File: src/sv/calh_pkg.sv
// Shared types, constants and calendar helpers for the calendar hour stepper.
package calh_pkg;

  localparam int DVD_W = 16;   // divider dividend / quotient width
  localparam int DSR_W = 8;    // divider divisor / remainder width
  localparam int CFG_IDX_W = 2;
  localparam int CFG_DATA_W = 14;

  localparam logic OP_ADVANCE = 1'b0;
  localparam logic OP_LOAD    = 1'b1;

  localparam logic [CFG_IDX_W-1:0] REG_START_DAY     = 2'd0;
  localparam logic [CFG_IDX_W-1:0] REG_START_MONTH   = 2'd1;
  localparam logic [CFG_IDX_W-1:0] REG_START_YEAR    = 2'd2;
  localparam logic [CFG_IDX_W-1:0] REG_HOURS_PER_DAY = 2'd3;

  localparam logic [3:0] MONTH_JAN = 4'd1;
  localparam logic [3:0] MONTH_FEB = 4'd2;
  localparam logic [3:0] MONTH_DEC = 4'd12;

  // Year is kept as century and year-in-century, both 0..99.
  localparam logic [6:0] CENT_MAX = 7'd99;
  localparam logic [7:0] YEAR_RADIX = 8'd100;
  // ceil(2^19 / 100): (y * YEAR_RECIP) >> 19 equals y / 100 for any 14-bit y
  localparam logic [12:0] YEAR_RECIP = 13'd5243;

  typedef struct packed {
    logic              opcode;
    logic signed [15:0] hour_delta;
  } in_item_t;

  typedef struct packed {
    logic [4:0]  day_out;
    logic [3:0]  month_out;
    logic [13:0] year_out;
    logic [7:0]  hour_out;
  } out_item_t;

  typedef struct packed {
    logic             start;
    logic [DVD_W-1:0] dividend;
    logic [DSR_W-1:0] divisor;
  } div_req_t;

  typedef struct packed {
    logic             done;
    logic [DVD_W-1:0] quot;
    logic [DSR_W-1:0] rem;
  } div_res_t;

  typedef struct packed {
    logic       load;
    logic       step;
    logic       back;
    logic [4:0] day;
    logic [3:0] month;
    logic [6:0] cent;
    logic [6:0] yic;
  } date_cmd_t;

  // Days in a month; months outside 1..12 count as 30 days.
  function automatic logic [4:0] month_days(input logic leap, input logic [3:0] month);
    logic [4:0] md;
    case (month)
      4'd1, 4'd3, 4'd5, 4'd7, 4'd8, 4'd10, 4'd12: md = 5'd31;
      4'd4, 4'd6, 4'd9, 4'd11:                    md = 5'd30;
      MONTH_FEB:                                  md = leap ? 5'd29 : 5'd28;
      default:                                    md = 5'd30;
    endcase
    return md;
  endfunction

endpackage

File: src/sv/calendar_hour_stepper.sv
// Calendar hour stepper top level: sequencer, config registers and result register.
// Sequence: a load goes through FIX to DONE; an advance by zero goes straight to DONE;
//   any other advance goes DIV, FIX, then WALK one day per cycle if days remain, then DONE.
// Requests: one at a time; in_ready returns only once the result has gone to the output
//   register, so the divider and the date walk set the request rate.
// Reset (rst, synchronous): date 1/1/2000, hour 0, start registers 1/1/2000, 24 hours per day.
module calendar_hour_stepper (
  input  logic                                clk,
  input  logic                                rst,
  input  logic                                in_valid,
  output logic                                in_ready,
  input  calh_pkg::in_item_t                  in_data,
  output logic                                out_valid,
  input  logic                                out_ready,
  output calh_pkg::out_item_t                 out_data,
  input  logic                                cfg_valid,
  output logic                                cfg_ready,
  input  logic [calh_pkg::CFG_IDX_W-1:0]      cfg_index,
  input  logic [calh_pkg::CFG_DATA_W-1:0]     cfg_data
);

  // Sequencer states
  localparam logic [2:0] ST_IDLE = 3'd0;  // wait for a request
  localparam logic [2:0] ST_DIV  = 3'd1;  // divider running
  localparam logic [2:0] ST_FIX  = 3'd2;  // load the start date, or turn quotient into days
  localparam logic [2:0] ST_WALK = 3'd3;  // step the date one day per cycle
  localparam logic [2:0] ST_DONE = 3'd4;  // hand the result to the output register

  logic [2:0]  state;

  // Configuration registers
  logic [4:0]  start_day;
  logic [3:0]  start_month;
  logic [13:0] start_year;
  logic [7:0]  day_hours;

  logic [7:0]  hour;
  logic        is_load;
  logic        neg;
  logic [15:0] days;
  logic        back;

  logic        in_fire;
  logic        out_free;
  logic [7:0]  hpd_eff;
  logic signed [16:0] total;
  logic [16:0] total_mag;

  calh_pkg::div_req_t  div_req;
  calh_pkg::div_res_t  div_res;
  calh_pkg::date_cmd_t date_cmd;

  logic [4:0]  date_day;
  logic [3:0]  date_month;
  logic [13:0] date_year;

  // Start year split into centuries and year-in-century
  logic [26:0] yr_prod;
  logic [7:0]  yr_quot;
  logic [13:0] yr_hund;
  logic [13:0] yr_rem;

  // FIX-state values
  logic [7:0]  q_cent;
  logic [15:0] fix_days;
  logic [7:0]  fix_hour;

  assign in_ready  = (state == ST_IDLE);
  assign in_fire   = in_valid && in_ready;
  assign cfg_ready = 1'b1;
  assign out_free  = !out_valid || out_ready;

  // Zero hours per day behaves as one hour per day
  assign hpd_eff   = (day_hours == 8'd0) ? 8'd1 : day_hours;
  assign total     = $signed({9'b0, hour}) + 17'(in_data.hour_delta);
  assign total_mag = total[16] ? (17'd0 - total) : total;

  // Divider launch: only a nonzero advance divides the hour sum by the day length
  always_comb begin
    div_req.start    = 1'b0;
    div_req.dividend = total_mag[calh_pkg::DVD_W-1:0];
    div_req.divisor  = hpd_eff;
    if (in_fire && (in_data.opcode == calh_pkg::OP_ADVANCE) &&
        (in_data.hour_delta != 16'sd0)) begin
      div_req.start = 1'b1;
    end
  end

  calh_div u_div (
    .clk (clk),
    .rst (rst),
    .req (div_req),
    .res (div_res)
  );

  // Split the start year by 100 with a reciprocal multiply; the quotient stays below 164
  assign yr_prod = 27'(start_year) * 27'(calh_pkg::YEAR_RECIP);
  assign yr_quot = yr_prod[26:19];
  assign yr_hund = {yr_quot, 6'b0} + {1'b0, yr_quot, 5'b0} + {4'b0, yr_quot, 2'b0};
  assign yr_rem  = start_year - yr_hund;

  // Century wrap; floor division fixup: a negative sum with a remainder borrows one more day
  always_comb begin
    q_cent = yr_quot;
    if (q_cent >= calh_pkg::YEAR_RADIX) begin
      q_cent = q_cent - calh_pkg::YEAR_RADIX;   // drop the ten-thousands
    end
    if (neg && (div_res.rem != 8'd0)) begin
      fix_days = div_res.quot + 16'd1;
      fix_hour = hpd_eff - div_res.rem;
    end else begin
      fix_days = div_res.quot;
      fix_hour = div_res.rem;
    end
  end

  always_comb begin
    date_cmd.load  = (state == ST_FIX) && is_load;
    date_cmd.step  = (state == ST_WALK);
    date_cmd.back  = back;
    date_cmd.day   = start_day;
    date_cmd.month = start_month;
    date_cmd.cent  = q_cent[6:0];
    date_cmd.yic   = yr_rem[6:0];
  end

  calh_date u_date (
    .clk   (clk),
    .rst   (rst),
    .cmd   (date_cmd),
    .day   (date_day),
    .month (date_month),
    .year  (date_year)
  );

  // Config writes
  always_ff @(posedge clk) begin
    if (rst) begin
      start_day   <= 5'd1;
      start_month <= calh_pkg::MONTH_JAN;
      start_year  <= 14'd2000;
      day_hours   <= 8'd24;
    end else if (cfg_valid && cfg_ready) begin
      case (cfg_index)
        calh_pkg::REG_START_DAY:     start_day   <= cfg_data[4:0];
        calh_pkg::REG_START_MONTH:   start_month <= cfg_data[3:0];
        calh_pkg::REG_START_YEAR:    start_year  <= cfg_data;
        calh_pkg::REG_HOURS_PER_DAY: day_hours   <= cfg_data[7:0];
        default: ;
      endcase
    end
  end

  // Sequencer
  always_ff @(posedge clk) begin
    if (rst) begin
      state     <= ST_IDLE;
      hour      <= 8'd0;
      out_valid <= 1'b0;
      is_load   <= 1'b0;
      neg       <= 1'b0;
      back      <= 1'b0;
      days      <= '0;
    end else begin
      if (state == ST_DONE && out_free) begin
        out_valid <= 1'b1;
      end else if (out_ready) begin
        out_valid <= 1'b0;
      end

      case (state)
        ST_IDLE: begin
          if (in_fire) begin
            is_load <= (in_data.opcode == calh_pkg::OP_LOAD);
            neg     <= total[16];
            // load goes straight to the date update; advance by zero leaves everything as it is
            if (in_data.opcode == calh_pkg::OP_LOAD) begin
              state <= ST_FIX;
            end else if (div_req.start) begin
              state <= ST_DIV;
            end else begin
              state <= ST_DONE;
            end
          end
        end
        ST_DIV: begin
          if (div_res.done) begin
            state <= ST_FIX;
          end
        end
        ST_FIX: begin
          if (is_load) begin
            hour  <= 8'd0;
            state <= ST_DONE;
          end else begin
            hour  <= fix_hour;
            days  <= fix_days;
            back  <= neg;
            state <= (fix_days == 16'd0) ? ST_DONE : ST_WALK;
          end
        end
        ST_WALK: begin
          days <= days - 16'd1;
          if (days == 16'd1) begin
            state <= ST_DONE;
          end
        end
        ST_DONE: begin
          if (out_free) begin
            state <= ST_IDLE;
          end
        end
        default: state <= ST_IDLE;
      endcase
    end
  end

  // Result register: load on completion, hold while the consumer stalls
  always_ff @(posedge clk) begin
    if (state == ST_DONE && out_free) begin
      out_data.day_out   <= date_day;
      out_data.month_out <= date_month;
      out_data.year_out  <= date_year;
      out_data.hour_out  <= hour;
    end
  end

endmodule

File: src/sv/calh_div.sv
// Restoring divider, one quotient bit per cycle.
module calh_div (
  input  logic              clk,
  input  logic              rst,
  input  calh_pkg::div_req_t req,
  output calh_pkg::div_res_t res
);

  localparam logic [4:0] DIV_STEPS = 5'(calh_pkg::DVD_W);

  logic [4:0]                   cnt;
  logic                         done;
  logic [calh_pkg::DVD_W-1:0]   dvd;
  logic [calh_pkg::DSR_W-1:0]   rem;
  logic [calh_pkg::DSR_W-1:0]   dsr;
  logic [calh_pkg::DSR_W:0]     shifted;
  logic [calh_pkg::DSR_W:0]     diff;
  logic                         ge;
  logic [calh_pkg::DSR_W-1:0]   rem_next;

  always_comb begin
    shifted  = {rem, dvd[calh_pkg::DVD_W-1]};
    diff     = shifted - {1'b0, dsr};
    ge       = (shifted >= {1'b0, dsr});
    rem_next = ge ? diff[calh_pkg::DSR_W-1:0] : shifted[calh_pkg::DSR_W-1:0];
  end

  always_ff @(posedge clk) begin
    if (rst) begin
      cnt  <= '0;
      done <= 1'b0;
    end else begin
      done <= 1'b0;
      if (req.start) begin
        cnt <= DIV_STEPS;
      end else if (cnt != '0) begin
        cnt <= cnt - 5'd1;
        if (cnt == 5'd1) begin
          done <= 1'b1;
        end
      end
    end
  end

  always_ff @(posedge clk) begin
    if (req.start) begin
      dvd <= req.dividend;
      dsr <= req.divisor;
      rem <= '0;
    end else if (cnt != '0) begin
      dvd <= {dvd[calh_pkg::DVD_W-2:0], ge};
      rem <= rem_next;
    end
  end

  assign res.done = done;
  assign res.quot = dvd;
  assign res.rem  = rem;

endmodule

File: src/sv/calh_date.sv
// Date register with a one-day forward/backward stepper.
module calh_date (
  input  logic                clk,
  input  logic                rst,
  input  calh_pkg::date_cmd_t cmd,
  output logic [4:0]          day,
  output logic [3:0]          month,
  output logic [13:0]         year
);

  logic [6:0] cent;
  logic [6:0] yic;
  logic       leap;
  logic [4:0] md;
  logic [5:0] nd;
  logic [4:0] mn;
  logic [4:0] day_next;
  logic [3:0] month_next;
  logic [6:0] cent_next;
  logic [6:0] yic_next;
  logic [3:0] prev_month;

  always_comb begin
    // year % 4 follows the year-in-century since 100 is a multiple of 4
    leap = ((yic[1:0] == 2'd0) && (yic != 7'd0)) || ((yic == 7'd0) && (cent[1:0] == 2'd0));
    md   = calh_pkg::month_days(leap, month);
    nd   = {1'b0, day} + 6'd1;
    mn   = {1'b0, month} + 5'd1;
    prev_month = month - 4'd1;

    day_next   = day;
    month_next = month;
    cent_next  = cent;
    yic_next   = yic;

    if (!cmd.back) begin
      if (nd > {1'b0, md}) begin
        day_next = 5'd1;
        if (mn > {1'b0, calh_pkg::MONTH_DEC}) begin
          month_next = calh_pkg::MONTH_JAN;
          if (yic == calh_pkg::CENT_MAX) begin
            yic_next  = 7'd0;
            cent_next = (cent == calh_pkg::CENT_MAX) ? 7'd0 : cent + 7'd1;
          end else begin
            yic_next = yic + 7'd1;
          end
        end else begin
          month_next = mn[3:0];
        end
      end else begin
        day_next = nd[4:0];
      end
    end else begin
      if (day <= 5'd1) begin
        if (month <= calh_pkg::MONTH_JAN) begin
          month_next = calh_pkg::MONTH_DEC;
          day_next   = calh_pkg::month_days(leap, calh_pkg::MONTH_DEC);
          if (yic == 7'd0) begin
            yic_next  = calh_pkg::CENT_MAX;
            cent_next = (cent == 7'd0) ? calh_pkg::CENT_MAX : cent - 7'd1;
          end else begin
            yic_next = yic - 7'd1;
          end
        end else begin
          // only March steps back into February, so the year's leap flag holds
          month_next = prev_month;
          day_next   = calh_pkg::month_days(leap, prev_month);
        end
      end else begin
        day_next = day - 5'd1;
      end
    end
  end

  always_ff @(posedge clk) begin
    if (rst) begin
      day   <= 5'd1;
      month <= calh_pkg::MONTH_JAN;
      cent  <= 7'd20;
      yic   <= 7'd0;
    end else if (cmd.load) begin
      day   <= cmd.day;
      month <= cmd.month;
      cent  <= cmd.cent;
      yic   <= cmd.yic;
    end else if (cmd.step) begin
      day   <= day_next;
      month <= month_next;
      cent  <= cent_next;
      yic   <= yic_next;
    end
  end

  // cent * 100 + yic, as shifts and adds
  assign year = ({1'b0, cent, 6'b0} + {2'b0, cent, 5'b0}) + ({5'b0, cent, 2'b0} + {7'b0, yic});

endmodule

File: config.mk
export PLATFORM = sky130hd
export DESIGN_NAME = calendar_hour_stepper
export DESIGN_NICKNAME = d
export VERILOG_FILES = /design/src/sv/calh_pkg.sv /design/src/sv/calendar_hour_stepper.sv /design/src/sv/calh_div.sv /design/src/sv/calh_date.sv
export SDC_FILE = /design/constraint.sdc
export NUM_CORES = 1
export LEC_CHECK = 0
export ABC_CLOCK_PERIOD_IN_PS = 8600
export BUFFER_PORTS_ARGS = -buffer_cell sky130_fd_sc_hd__buf_2
export CORE_ASPECT_RATIO = 1.75
export CORE_MARGIN = 4
export CORE_UTILIZATION = 55
export DETAILED_ROUTE_END_ITERATION = 12
export PLACE_DENSITY_LB_ADDON = 0.25
export SLEW_MARGIN = 0
export SYNTH_ARGS = -nofsm -noshare
export SYNTH_HDL_FRONTEND = slang
export SYNTH_HIERARCHICAL = 1
export SYNTH_SLANG_ARGS = --single-unit
File: constraint.sdc
create_clock -name clk -period 8.6 [get_ports clk]
set_input_delay 0.86 -clock clk [delete_from_list [all_inputs] [get_ports clk]]
set_output_delay 0.86 -clock clk [all_outputs]
set_load 0.02 [all_outputs]
==> results.py, run 1 <==
metrics = {
    "global_route": {
        "antenna_found_initial": 0,
        "grt_pass1_wl_um": 63500,
        "track_usage_pct": 26.6,
        "grt_overflow": 0,
        "grt_pass1_vias": 12700,
        "grt_start_max_net_pins": 54,
    },
    "routing": {
        "post_drt_wl_per_cell_um": 19.2,
        "route.met3.wl_um": 1300,
        "wl_um": 38500,
        "via_per_inst": 6.19,
        "vias": 12400,
        "antenna_left": 0,
        "drc": 0,
        "top_layer": "met4",
        "dr.pass1.iters": 7,
        "first_iter_violations": 763,
        "wl_met1_um": 14100,
        "route.met2.wl_um": 21100,
    },
    "synthesis": {
        "synth_edf_count": 55,
        "synth_cells": 1645,
        "async_flop_share_pct": 0,
        "ys_ff_latch": 154,
        "synth_top_area_share_pct": 15.7,
        "synthFlopType": "dfxtp_1",
        "synth_area_leaders": "ha_1 16%, dfxtp_1 14%, edfxtp_1 11%",
        "synth_top_area_cell": "ha_1",
        "synth_seq_area_share_pct": 24.8,
        "syn-num-nets": 1939,
        "ys_warn_count": 6,
        "synth.cell_area_um2": 14600,
        "yosys.cell_types.count": 104,
        "avgSynthCellArea_um2": 8.89,
    },
    "timing": {
        "finClkSkew_ns": 0.0121,
        "finalMaxSlewViolations": 0,
        "finalSetupViolCount": 0,
        "finalCritPeriodShare_pct": 82.4,
        "hold_viol": 0,
        "rsz0062_at_grt": "no",
        "max_freq_mhz": 141,
        "fin_setup_tns_ns": 0,
        "timing.hold.ws_ns": 0.457,
        "post-route-min-period_ns": 7.09,
        "worst_pin_slew_ns": 1.03,
        "maxSlewHeadroom_pct": 31.1,
    },
    "min_path": {
        "hold_path.class": "flip-flop to flip-flop",
        "hold_depth": 2,
    },
    "pwr": {
        "p_per_area_nw_per_um2": 265,
        "p_leak_uw": 0.00682,
        "total_power_uw": 4150,
        "vdd_drop_max_mv": 0.210,
    },
    "critical_path": {
        "cp_slowest_cell": "dfxtp_1",
        "rr_worst_depth": 29,
        "slowest_delay_ns": 0.56,
        "required_ns": 8.94,
        "arrival_ns": 7.43,
        "worstSetupStartpointType": "flip-flop",
        "critPathMaxFanout": 7,
        "end_kind": "flip-flop",
        "crit_type": "flip-flop to flip-flop",
    },
    "placed_design": {
        "place.gp.congestion": 0.937,
        "dp_hpwl_um": 30200,
        "portBuffers": 70,
    },
    "layout": {
        "drive_gt1_share_pct": 10.2,
        "final_common_cell": "ha_1",
        "diodes": 0,
        "nets": 1960,
        "layout_common_cells": "184 x ha_1, 172 x inv_1, 129 x nand2_1",
        "fillCellCount": 2298,
        "synthToLayoutAreaGrowth_pct": 6.93,
    },
    "flow_run": {
        "drv_cap": 0,
    },
    "clock_tree": {
        "cts_tree": "yes",
        "cts-htree-levels": 4,
        "cts_buffers": 17,
        "ctsRootBufferMaster": "clkbuf_16",
        "cts_sinks": 154,
        "postCtsResizedCells": 0,
        "clk_pin_slew_ns": 0.07,
        "ctsHoldBuffers": 0,
        "post_cts_buffers": 0,
        "cts.path.max_buffers": 2,
        "clk_latency_ns": 0.44,
    },
    "run_status": {
        "run_status": "complete, no violations",
    },
    "die": {
        "io_pins": 72,
        "core_area_um2": 26100,
        "die_w_um": 131,
        "rows": 78,
        "die_h_um": 224,
        "start_util_pct": 56.1,
        "die_area_um2": 29400,
    },
}
## synthesized netlist by cell type (36+ instances only)
cell type	number
clkbuf_1	47
fa_1	72
nor2_1	125
dfxtp_1	99
ha_1	184
edfxtp_1	55
xnor2_1	51
a21oi_1	81
nand2_1	129
nand3_1	59
inv_1	172
nor3_1	36
o21ai_0	62
## registers in the layout, indices dropped and copies added (netlist names), 8 cells and up
register	count
out_data	31
days	16
u_div/dvd	16
start_year	14
day_hours	8
hour	8
u_div/dsr	8
u_div/rem	8
## routing by layer
layer / up-vias / track usage [%]
li1: 5904 / -
met1: 6010 / 27.9
met2: 344 / 51.5
met3: 108 / 3.26
met4: 0 / 13.6
met5: - / 0
## report_power, final
group | switching [µW] | internal (µW) | total [µW]
registers | 163 | 901 | 1060
clock network | 338 | 424 | 762
logic | 1360 | 968 | 2320
total | 1860 | 2290 | 4150
## metrics by stage
stage                     std cells  utilization [%]  instance area (µm²)  worst slack (ns)
after floorplan                1645                -                14600              2.12
after global placement         1967             57.8                15100              1.73
after detailed placement       1967             57.8                15100              1.57
after CTS                      1999             60.0                15600              1.54
after global routing           1999             60.0                15600              1.05
final                          1999             60.0                15600              1.51
## worst max-delay path, delay by kind of cell, from the launching register on
family,cells,cell delay (ns)
AO/OA/AOI/OAI,8,1.78
XOR/XNOR,5,0.83
adder cells (fa/ha/maj),8,3.16
buffers and inverters,5,0.36
flip-flops,1,0.56
AND/OR/NAND/NOR,3,0.29
## final cells by class
cell class | count | area [µm²] | area share (%)
inverters | 174 | 653 | 4.17
well taps | 320 | 400 | 2.56
clock inverters | 13 | 133 | 0.848
multi-input cells | 1243 | 9970 | 63.8
repair buffers | 76 | 395 | 2.53
flip-flops and latches | 154 | 3630 | 23.2
clock buffers | 19 | 454 | 2.90
## worst paths after layout
path | from | to | slack (ns)
worst max-delay path | start_year[6] | u_date/yic[6] | 1.51
worst min-delay path | day_hours[0] | day_hours[0] | 0.46
worst max register to register | start_year[6] | u_date/yic[6] | 1.51
worst min register to register | day_hours[0] | day_hours[0] | 0.46
## cell families (layout without fill, tap and decap cells)
group	Yosys count	in the layout	share of synthesized area, %
other cells	1	1	0.0256
xor+xnor	84	84	5.08
buf+inv	248	282	7.06
fa+ha+maj	256	256	25.6
compound gates	360	360	17.3
simple gates	501	501	17.1
mux	41	41	2.98
flops	154	154	24.8
Note: power is estimated with default switching activity, not from simulation.
==> inputs of run 2 (changes only) <==
--- a/config.mk
+++ b/config.mk
@@ -5,7 +5,7 @@
 export SDC_FILE = /design/constraint.sdc
 export NUM_CORES = 1
 export LEC_CHECK = 0
-export ABC_CLOCK_PERIOD_IN_PS = 8600
+export ABC_CLOCK_PERIOD_IN_PS = 6600
 export BUFFER_PORTS_ARGS = -buffer_cell sky130_fd_sc_hd__buf_2
 export CORE_ASPECT_RATIO = 1.75
 export CORE_MARGIN = 4
==> constraint.sdc (replaced) <==
create_clock -name clk -period 6.6 [get_ports clk]
set_input_delay 0.66 -clock clk [delete_from_list [all_inputs] [get_ports clk]]
set_output_delay 0.66 -clock clk [all_outputs]
set_load 0.02 [all_outputs]
==> run 2 against run 1 <==
Net effect: final cell count is 2.1% higher; count of clock-buffer cells in the layout is 6 higher; first-iteration DRC count is 3.3% lower; sequential power is 31% higher; fmax is 9.5% higher; clock skew is 0.0012 ns lower; total power is 42% higher; wire length is 3.8% higher; combinational power is 53% higher; sequential cell count stayed put; highest routed layer unchanged.
==> results.py, run 2 (same netlist as run 1, synthesis figures left out) <==
metrics = {
    "timing": {
        "maxSlewHeadroom_pct": 30.3,
        "finalCritPeriodShare_pct": 98.1,
        "rsz0062_at_grt": "yes",
        "fin_setup_tns_ns": 0,
        "worst_pin_slew_ns": 1.04,
        "finalMaxSlewViolations": 0,
        "finalSetupViolCount": 0,
        "max_freq_mhz": 154,
        "hold_viol": 0,
        "post-route-min-period_ns": 6.47,
        "finClkSkew_ns": 0.0109,
    },
    "clock_tree": {
        "clk_pin_slew_ns": 0.07,
        "cts.path.max_buffers": 2,
        "clk_latency_ns": 0.44,
        "cts-htree-levels": 4,
        "cts_sinks": 154,
        "ctsRootBufferMaster": "clkbuf_16",
        "cts_buffers": 17,
        "cts_tree": "yes",
    },
    "placed_design": {
        "place.gp.congestion": 0.940,
        "portBuffers": 70,
        "dp_cells": 2001,
        "placed_area_um2": 15300,
        "dp_hpwl_um": 31000,
    },
    "die": {
        "start_util_pct": 56.1,
        "die_h_um": 224,
        "core_area_um2": 26100,
        "die_area_um2": 29400,
        "die_w_um": 131,
        "io_pins": 72,
        "rows": 78,
    },
    "pwr": {
        "total_power_uw": 5890,
        "p_per_area_nw_per_um2": 362,
        "p_leak_uw": 0.00703,
        "vdd_drop_max_mv": 0.273,
    },
    "global_route": {
        "grt_start_max_net_pins": 72,
        "grt_pass1_vias": 12800,
        "grt_pass1_wl_um": 63600,
        "antenna_found_initial": 0,
        "track_usage_pct": 26.9,
        "grt_overflow": 0,
    },
    "critical_path": {
        "critPathMaxFanout": 5,
        "reg2reg_from": "start_year[10]",
        "rr_worst_depth": 28,
        "arrival_ns": 6.83,
        "crit_type": "flip-flop to flip-flop",
        "cp_slowest_cell": "fa_1",
        "reg2reg_slack_ns": 0.13,
        "end_kind": "flip-flop",
        "worstSetupStartpointType": "flip-flop",
        "slowest_delay_ns": 0.59,
        "reg2reg_to": "u_date/yic[6]",
        "required_ns": 6.95,
        "crit_top_cell": "xnor2_1",
    },
    "layout": {
        "top_regs": "out_data: 31 flops, days: 16 flops, u_div/dvd: 16 flops",
        "synthToLayoutAreaGrowth_pct": 11.3,
        "fin_area_um2": 16300,
        "regMostFlops": "out_data",
        "drive_gt1_share_pct": 15.3,
        "nets": 2001,
        "largest_reg_flops": 31,
        "layout_common_cells": "162 x inv_1, 162 x ha_1, 129 x nand2_1",
        "fin_cells": 2040,
        "diodes": 0,
    },
    "routing": {
        "wl_um": 39900,
        "first_iter_violations": 738,
        "dr.pass1.iters": 6,
        "antenna_left": 0,
        "drc": 0,
        "post_drt_wl_per_cell_um": 19.6,
        "vias": 12500,
        "via_per_inst": 6.15,
    },
    "min_path": {
        "hold_end": "start_year[13]",
        "hold_path.class": "input port to flip-flop",
        "hold_depth": 3,
        "worstHoldStart": "cfg_data[13]",
    },
    "flow_run": {
        "drv_cap": 0,
    },
    "run_status": {
        "run_status": "complete, no violations",
    },
}
==> run 2: changes by cell type in the layout (fill, tap and decap cells not counted), sizes merged <==
cell    before  now
inv        179  173
clkinv       6    7
bufinv       1    0
clkbuf      19   25
buf         76  117
==> run 2: critical path, delay by kind of cell (launching register included) <==
family	cells	cell delay, ns
compound gates	6	0.89
simple gates	4	0.39
xor+xnor	5	0.91
fa+ha+maj	9	3.49
flops	1	0.38
buf+inv	4	0.36
==> run 2: cell type report <==
type | instances | area, µm²
inverters | 174 | 653
clock buffers | 25 | 529
well taps | 320 | 400
flip-flops and latches | 154 | 3660
multi-input cells | 1243 | 10300
repair buffers | 117 | 703
clock inverters | 7 | 37.5
fillers | 2215 | 9780
==> run 2: worst max-delay path by stage <==
stage               slack (ns)      startpoint       endpoint  cells after the start
floorplan                 0.12   start_year[4]  u_date/yic[6]                     29
global placement          0.08  start_year[10]  u_date/yic[6]                     28
detailed placement       -0.03  start_year[10]  u_date/yic[6]                     28
CTS                      0.009   start_year[5]  u_date/yic[6]                     29
global route             -0.15  start_year[11]  u_date/yic[6]                     30
finish                    0.13  start_year[10]  u_date/yic[6]                     28
==> run 2: timing repair <==
action / in CTS / in global routing
hold buffers: 0 / 0
pin swaps: 5 / 43
endpoints found under the setup margin: 1 / 2
gates resized for setup: 8 / 54
buffers inserted: 1 / 6
==> run 2: power by group <==
part           switching [µW]  internal, µW  total, µW
Clock                     406           555        961
Combinational            1950          1590       3540
Sequential                213          1170       1390
==> run 2: through the flow <==
step	worst slack, ns	hold WS, ns	utilization [%]
after detailed placement	-0.0303	0.465	58.8
after global routing	-0.154	0.470	62.5
after floorplan	0.116	0.403	-
after global placement	0.0753	0.458	58.8
final	0.127	0.464	62.5
after CTS	0.00932	0.442	61.1
==> run 2: per-layer routing <==
| metal | vias up | routed length (µm) | track usage (%) |
|---|---|---|---|
| met1 | 6017 | 14200 | 26.8 |
| met2 | 404 | 21500 | 52.0 |
| met4 | 0 | 2720 | 16.3 |
| met5 | - | 0 | 0 |
| met3 | 145 | 1510 | 4.25 |
| li1 | 5981 | - | - |
